`src/rtl/core/hsp_pkg.sv`:
```
`timescale 1ns / 1ps
`default_nettype none
// ----------------------------------------------------------------------------
// hsp_pkg
// Character codes, field numbers and the control bundle shared by the
// housekeeping sentence parser modules.
// ----------------------------------------------------------------------------
package hsp_pkg;

    localparam logic [7:0] CH_DOLLAR = 8'h24;
    localparam logic [7:0] CH_COMMA  = 8'h2C;
    localparam logic [7:0] CH_STAR   = 8'h2A;
    localparam logic [7:0] CH_LF     = 8'h0A;
    localparam logic [7:0] CH_CR     = 8'h0D;
    localparam logic [7:0] CH_ZERO   = 8'h30;
    localparam logic [7:0] CH_NINE   = 8'h39;
    localparam logic [7:0] CH_T      = 8'h54;
    localparam logic [7:0] CH_C      = 8'h43;
    localparam logic [7:0] CH_H      = 8'h48;
    localparam logic [7:0] CH_K      = 8'h4B;
    localparam logic [7:0] CH_D      = 8'h44;

    localparam int unsigned POS_BITS   = 7;
    localparam int unsigned FIELD_BITS = 4;

    localparam logic [FIELD_BITS-1:0] FIELD_CAP     = 4'd10;
    localparam logic [FIELD_BITS-1:0] FIELD_TEMP    = 4'd1;
    localparam logic [FIELD_BITS-1:0] FIELD_VOLTAGE = 4'd2;
    localparam logic [FIELD_BITS-1:0] FIELD_COUNT   = 4'd3;

    // first position after the newline of the shortest line that can match
    localparam logic [POS_BITS-1:0] MIN_MATCH_POS = 7'd7;

    localparam logic [POS_BITS-1:0] HDR_FIRST = 7'd1;
    localparam logic [POS_BITS-1:0] HDR_LAST  = 7'd5;

    typedef struct packed {
        logic       line_start;  // byte stored at position 0
        logic [2:0] dig_en;      // digit for temperature / voltage / count
        logic [3:0] digit;
        logic       eol;         // newline, a result is produced
        logic       matched;
    } hsp_ctrl_t;

    function automatic logic [7:0] hdr_char(input logic [2:0] idx);
        logic [7:0] c;
        case (idx)
            3'd1:    c = CH_T;
            3'd2:    c = CH_C;
            3'd3:    c = CH_H;
            3'd4:    c = CH_K;
            3'd5:    c = CH_D;
            default: c = 8'h00;
        endcase
        return c;
    endfunction

endpackage
`default_nettype wire

```
`src/rtl/core/hsp_digit_acc.sv`:
```
`timescale 1ns / 1ps
`default_nettype none
// ----------------------------------------------------------------------------
// hsp_digit_acc
// Saturating decimal accumulator: acc = min(acc * 10 + digit, 2^N - 1).
// ----------------------------------------------------------------------------
module hsp_digit_acc #(
    parameter int VALUE_BITS = 16
) (
    input  wire logic                  clk,
    input  wire logic                  rst_n,
    input  wire logic                  clear,
    input  wire logic                  load,
    input  wire logic [3:0]            digit,
    output logic      [VALUE_BITS-1:0] acc
);

    localparam int SUM_BITS = VALUE_BITS + 4;
    localparam logic [SUM_BITS-1:0] SAT = {4'b0000, {VALUE_BITS{1'b1}}};

    logic [VALUE_BITS-1:0] acc_reg;
    logic [VALUE_BITS-1:0] acc_next;
    logic [VALUE_BITS-1:0] base;
    logic [SUM_BITS-1:0]   wide;
    logic [SUM_BITS-1:0]   sum;

    always_comb
    begin
        base = clear ? '0 : acc_reg;
        wide = {4'b0000, base};
        sum  = (wide << 3) + (wide << 1) + {{(SUM_BITS-4){1'b0}}, digit};
        if (load)
        begin
            acc_next = (sum > SAT) ? {VALUE_BITS{1'b1}} : sum[VALUE_BITS-1:0];
        end
        else
        begin
            acc_next = base;
        end
    end

    always_ff @(posedge clk or negedge rst_n)
    begin
        if (!rst_n)
        begin
            acc_reg <= '0;
        end
        else if (clear || load)
        begin
            acc_reg <= acc_next;
        end
    end

    assign acc = acc_reg;

endmodule
`default_nettype wire

```
`src/rtl/core/hsp_line_ctrl.sv`:
```
`timescale 1ns / 1ps
`default_nettype none
// ----------------------------------------------------------------------------
// hsp_line_ctrl
// Line position, header check and comma field counter. Decodes each byte
// into accumulator enables and the end-of-line result flags.
// ----------------------------------------------------------------------------
module hsp_line_ctrl
    import hsp_pkg::*;
#(
    parameter int MAX_LINE = 80
) (
    input  wire logic       clk,
    input  wire logic       rst_n,
    input  wire logic       go,
    input  wire logic [7:0] rx_char,
    output hsp_ctrl_t       ctrl
);

    localparam logic [POS_BITS-1:0] POS_LIMIT = POS_BITS'(MAX_LINE);

    logic [POS_BITS-1:0]   pos_reg, pos_next;
    logic                  hg_reg, hg_next;
    logic [FIELD_BITS-1:0] fn_reg, fn_next;

    logic [POS_BITS-1:0]   p;
    logic [POS_BITS-1:0]   pos_step;
    logic                  take;
    logic                  line_start;
    logic                  hg_base;
    logic                  mismatch;
    logic [FIELD_BITS-1:0] fn_base;
    logic [FIELD_BITS-1:0] fn_new;
    logic                  is_digit;
    logic [7:0]            digit_wide;

    always_comb
    begin
        p          = ((rx_char == CH_DOLLAR) || (pos_reg >= POS_LIMIT)) ? '0 : pos_reg;
        take       = (rx_char != CH_CR);
        line_start = take && (p == '0);
        hg_base    = line_start ? 1'b1 : hg_reg;
        mismatch   = (p >= HDR_FIRST) && (p <= HDR_LAST) && (rx_char != hdr_char(p[2:0]));
        fn_base    = line_start ? '0 : fn_reg;
        is_digit   = (rx_char >= CH_ZERO) && (rx_char <= CH_NINE);
        digit_wide = rx_char - CH_ZERO;

        fn_new      = fn_base;
        ctrl.dig_en = 3'b000;
        if (fn_base < FIELD_CAP)
        begin
            if (rx_char == CH_COMMA)
            begin
                fn_new = fn_base + 1'b1;
            end
            else if (is_digit)
            begin
                ctrl.dig_en[0] = (fn_base == FIELD_TEMP);
                ctrl.dig_en[1] = (fn_base == FIELD_VOLTAGE);
                ctrl.dig_en[2] = (fn_base == FIELD_COUNT);
            end
            else if ((rx_char == CH_STAR) && (fn_base == FIELD_COUNT))
            begin
                fn_new = fn_base + 1'b1;
            end
        end

        pos_step = take ? (p + 1'b1) : p;
        hg_next  = take ? (hg_base && !mismatch) : hg_reg;
        fn_next  = take ? fn_new : fn_reg;

        ctrl.line_start = line_start;
        ctrl.digit      = digit_wide[3:0];
        ctrl.eol        = (rx_char == CH_LF);
        ctrl.matched    = hg_next && (pos_step >= MIN_MATCH_POS);
        pos_next        = ctrl.eol ? '0 : pos_step;
    end

    always_ff @(posedge clk or negedge rst_n)
    begin
        if (!rst_n)
        begin
            pos_reg <= '0;
            hg_reg  <= 1'b0;
            fn_reg  <= '0;
        end
        else if (go)
        begin
            pos_reg <= pos_next;
            hg_reg  <= hg_next;
            fn_reg  <= fn_next;
        end
    end

    a_pos_bound: assert property (@(posedge clk) disable iff (!rst_n)
        pos_reg <= POS_LIMIT)
        else $error("line position beyond limit");

    a_field_cap: assert property (@(posedge clk) disable iff (!rst_n)
        fn_reg <= FIELD_CAP)
        else $error("field number beyond cap");

    a_eol_rewind: assert property (@(posedge clk) disable iff (!rst_n)
        go && ctrl.eol |=> pos_reg == '0)
        else $error("line position not rewound after newline");

endmodule
`default_nettype wire

```
`src/rtl/core/housekeeping_sentence_parser_top.sv`:
```
`timescale 1ns / 1ps
`default_nettype none
// ----------------------------------------------------------------------------
// housekeeping_sentence_parser_top
// Parses "$TCHKD,<temp>,<voltage>,<count>*..." lines byte by byte and
// reports the committed values on each newline.
// ----------------------------------------------------------------------------
// Takes one byte per clock. Each byte lands in an input register and is
// decoded in the following cycle against the line state; a newline loads
// the result register when it is processed, which a stall can delay. Only
// a newline that meets an untaken result stalls the input side; every
// other byte flows at one per cycle.
module housekeeping_sentence_parser_top
    import hsp_pkg::*;
#(
    parameter int MAX_LINE   = 80,
    parameter int VALUE_BITS = 16
) (
    input  wire logic        clk,
    input  wire logic        rst_n,
    input  wire logic        in_valid,
    output logic             in_ready,
    input  wire logic [7:0]  rx_byte,
    output logic             out_valid,
    input  wire logic        out_ready,
    output logic             header_matched,
    output logic [15:0]      temperature,
    output logic [15:0]      supply_voltage,
    output logic [15:0]      message_count
);

    localparam int WIDE = (VALUE_BITS > 16) ? VALUE_BITS : 16;

    logic                  in_valid_reg;
    logic [7:0]            in_byte_reg;
    logic                  out_valid_reg, out_valid_next;
    logic                  matched_reg;
    logic [15:0]           temp_out_reg, volt_out_reg, cnt_out_reg;
    logic [VALUE_BITS-1:0] temp_cm_reg, volt_cm_reg, cnt_cm_reg;
    logic [VALUE_BITS-1:0] temp_acc, volt_acc, cnt_acc;
    logic [VALUE_BITS-1:0] temp_sel, volt_sel, cnt_sel;
    logic [WIDE-1:0]       temp_ext, volt_ext, cnt_ext;
    logic                  out_free;
    logic                  proc_go;
    logic                  emit;
    hsp_ctrl_t             ctrl;

    assign out_free = !out_valid_reg || out_ready;
    assign proc_go  = in_valid_reg && (!ctrl.eol || out_free);
    assign emit     = proc_go && ctrl.eol;
    assign in_ready = !in_valid_reg || proc_go;

    always_ff @(posedge clk or negedge rst_n)
    begin
        if (!rst_n)
        begin
            in_valid_reg <= 1'b0;
        end
        else if (in_ready)
        begin
            in_valid_reg <= in_valid;
        end
    end

    always_ff @(posedge clk)
    begin
        if (in_ready && in_valid)
        begin
            in_byte_reg <= rx_byte;
        end
    end

    hsp_line_ctrl #(
        .MAX_LINE (MAX_LINE)
    ) u_line (
        .clk     (clk),
        .rst_n   (rst_n),
        .go      (proc_go),
        .rx_char (in_byte_reg),
        .ctrl    (ctrl)
    );

    hsp_digit_acc #(.VALUE_BITS(VALUE_BITS)) u_temp (
        .clk   (clk),
        .rst_n (rst_n),
        .clear (proc_go && ctrl.line_start),
        .load  (proc_go && ctrl.dig_en[0]),
        .digit (ctrl.digit),
        .acc   (temp_acc)
    );

    hsp_digit_acc #(.VALUE_BITS(VALUE_BITS)) u_volt (
        .clk   (clk),
        .rst_n (rst_n),
        .clear (proc_go && ctrl.line_start),
        .load  (proc_go && ctrl.dig_en[1]),
        .digit (ctrl.digit),
        .acc   (volt_acc)
    );

    hsp_digit_acc #(.VALUE_BITS(VALUE_BITS)) u_cnt (
        .clk   (clk),
        .rst_n (rst_n),
        .clear (proc_go && ctrl.line_start),
        .load  (proc_go && ctrl.dig_en[2]),
        .digit (ctrl.digit),
        .acc   (cnt_acc)
    );

    // a matching line is never at line start, so the accumulators are settled
    always_comb
    begin
        temp_sel = ctrl.matched ? temp_acc : temp_cm_reg;
        volt_sel = ctrl.matched ? volt_acc : volt_cm_reg;
        cnt_sel  = ctrl.matched ? cnt_acc  : cnt_cm_reg;
        temp_ext = WIDE'(temp_sel);
        volt_ext = WIDE'(volt_sel);
        cnt_ext  = WIDE'(cnt_sel);
        out_valid_next = emit ? 1'b1 : (out_valid_reg && !out_ready);
    end

    always_ff @(posedge clk or negedge rst_n)
    begin
        if (!rst_n)
        begin
            out_valid_reg <= 1'b0;
            temp_cm_reg   <= '0;
            volt_cm_reg   <= '0;
            cnt_cm_reg    <= '0;
        end
        else
        begin
            out_valid_reg <= out_valid_next;
            if (emit && ctrl.matched)
            begin
                temp_cm_reg <= temp_acc;
                volt_cm_reg <= volt_acc;
                cnt_cm_reg  <= cnt_acc;
            end
        end
    end

    always_ff @(posedge clk)
    begin
        if (emit)
        begin
            matched_reg  <= ctrl.matched;
            temp_out_reg <= temp_ext[15:0];
            volt_out_reg <= volt_ext[15:0];
            cnt_out_reg  <= cnt_ext[15:0];
        end
    end

    assign out_valid      = out_valid_reg;
    assign header_matched = matched_reg;
    assign temperature    = temp_out_reg;
    assign supply_voltage = volt_out_reg;
    assign message_count  = cnt_out_reg;

    a_emit_valid: assert property (@(posedge clk) disable iff (!rst_n)
        emit |=> out_valid_reg)
        else $error("newline did not raise a result");

    a_stall_cause: assert property (@(posedge clk) disable iff (!rst_n)
        !in_ready |-> in_valid_reg && ctrl.eol && out_valid_reg && !out_ready)
        else $error("input stalled without a blocked newline");

    a_commit_match: assert property (@(posedge clk) disable iff (!rst_n)
        emit && ctrl.matched |=> temp_cm_reg == $past(temp_acc)
                                 && cnt_cm_reg == $past(cnt_acc))
        else $error("matched line not committed");

endmodule
`default_nettype wire

```
`config.mk`:
```
export PLATFORM = sky130hd
export DESIGN_NAME = housekeeping_sentence_parser_top
export DESIGN_NICKNAME = d
export VERILOG_FILES = /design/src/rtl/core/hsp_pkg.sv /design/src/rtl/core/hsp_digit_acc.sv /design/src/rtl/core/hsp_line_ctrl.sv /design/src/rtl/core/housekeeping_sentence_parser_top.sv
export SDC_FILE = /design/constraint.sdc
export NUM_CORES = 1
export LEC_CHECK = 0
export BUFFER_PORTS_ARGS = -buffer_cell sky130_fd_sc_hd__buf_2
export CORE_ASPECT_RATIO = 1.25
export CORE_UTILIZATION = 50
export CTS_BUF_LIST = sky130_fd_sc_hd__clkbuf_4 sky130_fd_sc_hd__clkbuf_8
export DETAILED_ROUTE_END_ITERATION = 8
export PLACE_DENSITY_LB_ADDON = 0.3
export SYNTH_ARGS = -nofsm -noshare
export SYNTH_HDL_FRONTEND = slang
export SYNTH_SLANG_ARGS = --single-unit
```
`constraint.sdc`:
```
create_clock -name clk -period 7.5 [get_ports clk]
set_input_delay 2.25 -clock clk [delete_from_list [all_inputs] [get_ports clk]]
set_output_delay 2.25 -clock clk [all_outputs]
set_load 0.01 [all_outputs]
```
==> metrics.yaml <==
grt:
  grt_max_degree: 57
  grt_pass1_vias: 7247
  grt_usage: 0.206
  grt_pass1_wl_um: 34300
  antenna_found_initial: 0
  grt-ovfl-total: 0
job:
  maxCapViolations: 0
clock_tree:
  post_cts_resized: 0
  cts-hold-fix-buffers: 0
  cts_buffers: 17
  clock-sinks: 167
  clk_path_buf_depth: 2
  cts_root_buf: "clkbuf_8"
  cts.htree.levels: 4
  clk_latency_ps: 470
  cts_tree: "yes"
  clk_pin_slew_worst_paths_ps: 90
  cts_setup_buffers: 0
critical_path:
  cp_max_fo: 36
  timing.rr.end: "u_volt.acc[13]"
  endpoint_kind: "flip-flop"
  path_class: "input port to flip-flop"
  critPathLaunchType: "input port"
  worst_r2r_path_depth: 19
  cp.arrival_ps: 7050
  required_ps: 7830
  reg2reg_from: "in_byte_reg[1]"
  regToRegSetupSlack_ps: 1110
placement:
  portBuffers: 62
  place_congestion: 0.884
  dpl.cell_count: 1231
  dp_hpwl_um: 14600
yosys:
  synth_fp_nets: 1033
  synth_edf_count: 57
  synth_area_leaders: "dfrtp_1 27%, edfxtp_1 17%, ha_1 12%"
  yosysTopAreaCell: "dfrtp_1"
  syn_inst: 917
  ys.warnings.count: 0
  async_flop_share: 0.659
  ys_seq_area_frac: 0.433
  avgSynthCellArea_um2: 11.2
  synth.distinct_cells: 73
  yosysTopAreaCellShare: 0.267
  synth_area_um2: 10300
  synth_seq_cells: 167
  synthFlopType: "dfrtp_1"
timing:
  finalCritPeriodShare: 0.896
  worstMarginPinSlew_ps: 839
  max_freq_mhz: 149
  period_needed_ps: 6720
  slew_viol_final: 0
  setup_tns_ps: 0
  hold_violations: 0
  finalSetupViolCount: 0
  rsz0062_at_grt: "no"
  whs_ps: 486
  finalClockSkew_ps: 8.91
  slew_headroom: 0.440
power:
  comb_power_share: 0.243
  seqPwrFrac: 0.458
  power.share.clock: 0.299
  internal-power_mw: 1.55
  power_density_nw_per_um2: 199
  p_sw_uw: 707
  ir_worst_vdd_mv: 0.112
  p_leak_nw: 5.65
  switching_share: 0.313
die:
  start_util: 0.511
  die_x_um: 130
  ioPinCount: 63
  die_height_um: 163
  core_area_um2: 20200
  fp-row-count: 58
  die-area_um2: 21200
hold_path:
  holdPathStages: 1
  hp-class: "flip-flop to flip-flop"
  min_from: "temp_cm_reg[11]"
  min_to: "temp_cm_reg[11]"
finish:
  layout.nets: 1096
  n_antenna_cell: 0
  final_cell_mix: "110 x dfrtp_1, 101 x ha_1, 79 x mux2_2"
  seqCellArea_um2: 4460
  fin_cells: 1263
  nFillCells: 1808
  multiInputGateArea_um2: 5550
  drive_gt1_frac: 0.213
  area_delta_synth_final_pct: 9.89
  mostFrequentLayoutCell: "dfrtp_1"
detailed_routing:
  antenna_left: 0
  vias_per_cell: 5.66
  wirelength_um: 20100
  drt-initial-drc-count: 330
  drc: 0
  wire_per_inst_um: 16.0
  dr_total_vias: 7150
  first_pass_iters: 7
outcome:
  status: "complete, no violations"
==> power groups by stage <==
stage               clock network [mW]  logic (mW)  registers (mW)
floorplan                            0       0.431            1.03
global placement                     0       0.539            1.05
detailed placement                   0       0.550            1.05
CTS                              0.694       0.551            1.03
global route                     0.724       0.612            1.04
finish                           0.675       0.547            1.03
==> layer usage <==
layer / vias up / routed length [um] / global-route usage
met5: - / 0 / 0
met4: 0 / 467 / 0.0878
met3: 37 / 530 / 0.0289
met2: 108 / 10000 / 0.349
met1: 3475 / 9120 / 0.260
li1: 3530 / - / -
==> worst max-delay path by stage <==
stage              start             end  slack [ps]  cells past startpoint
2_1_floorplan  out_ready  u_volt.acc[10]         810                     21
3_3_place_gp   out_ready  u_volt.acc[13]         440                     18
3_5_place_dp   out_ready  u_volt.acc[13]         310                     18
4_1_cts        out_ready  u_volt.acc[13]         790                     18
5_1_grt        out_ready  u_volt.acc[13]         310                     18
6_report       out_ready  u_volt.acc[13]         780                     18
==> per-stage QoR <==
| step | cell area, um^2 | total power [mW] | util | setup slack [ps] |
|---|---|---|---|---|
| final | 11300 | 2.25 | 0.562 | 780 |
| after global routing | 11300 | 2.38 | 0.562 | 314 |
| after floorplan | 10300 | 1.46 | - | 814 |
| after CTS | 11300 | 2.28 | 0.562 | 794 |
| after detailed placement | 10900 | 1.60 | 0.542 | 312 |
| after global placement | 10900 | 1.59 | 0.542 | 441 |
==> synthesized netlist by cell type (5+ instances only) <==
| cell type | n |
|---|---|
| a211oi_1 | 9 |
| a2bb2oi_1 | 25 |
| ha_1 | 101 |
| nor2b_1 | 9 |
| a31oi_1 | 6 |
| mux2_1 | 20 |
| nor3b_1 | 5 |
| a21oi_1 | 54 |
| a21o_1 | 15 |
| xor2_1 | 20 |
| o21a_1 | 8 |
| and2_1 | 30 |
| mux2_2 | 79 |
| and3_1 | 8 |
| o211ai_1 | 5 |
| o21bai_1 | 6 |
| nand2_1 | 53 |
| a211o_1 | 7 |
| buf_2 | 7 |
| inv_1 | 39 |
| xnor2_1 | 25 |
| nor2_1 | 52 |
| nand3_1 | 18 |
| edfxtp_1 | 57 |
| dfrtp_1 | 110 |
| nor3_1 | 11 |
| o21ai_0 | 29 |
| clkbuf_1 | 14 |
==> critical path, stage by stage <==
cell and delay (ps):
buf_2 70, inv_1 50, a41oi_1 230, nand2_1 170
or3_2 820, buf_4 300, nand2_1 90, inv_1 60
ha_1 340, fa_1 490, a211o_1 310, o211ai_1 160
a2111oi_0 190, o41ai_1 410, xnor2_1 110, a2111o_1 660
a31oi_1 250, a21oi_1 60
==> final cells by class <==
type	instances	area share
Clock buffer	20	0.0226
Inverter	39	0.0129
Clock inverter	12	0.0135
Timing Repair Buffer	77	0.0375
Tap cell	270	0.0298
Sequential cell	167	0.394
Multi-Input combinational cell	678	0.490
==> cell families after synthesis <==
family                   synth area share
AO/OA/AOI/OAI                       0.152
XOR/XNOR                           0.0382
AND/OR/NAND/NOR                     0.108
multiplexers                        0.110
adder cells (fa/ha/maj)             0.128
flip-flops                          0.433
buffers and inverters              0.0314
Power figures use the tool's default switching activity.
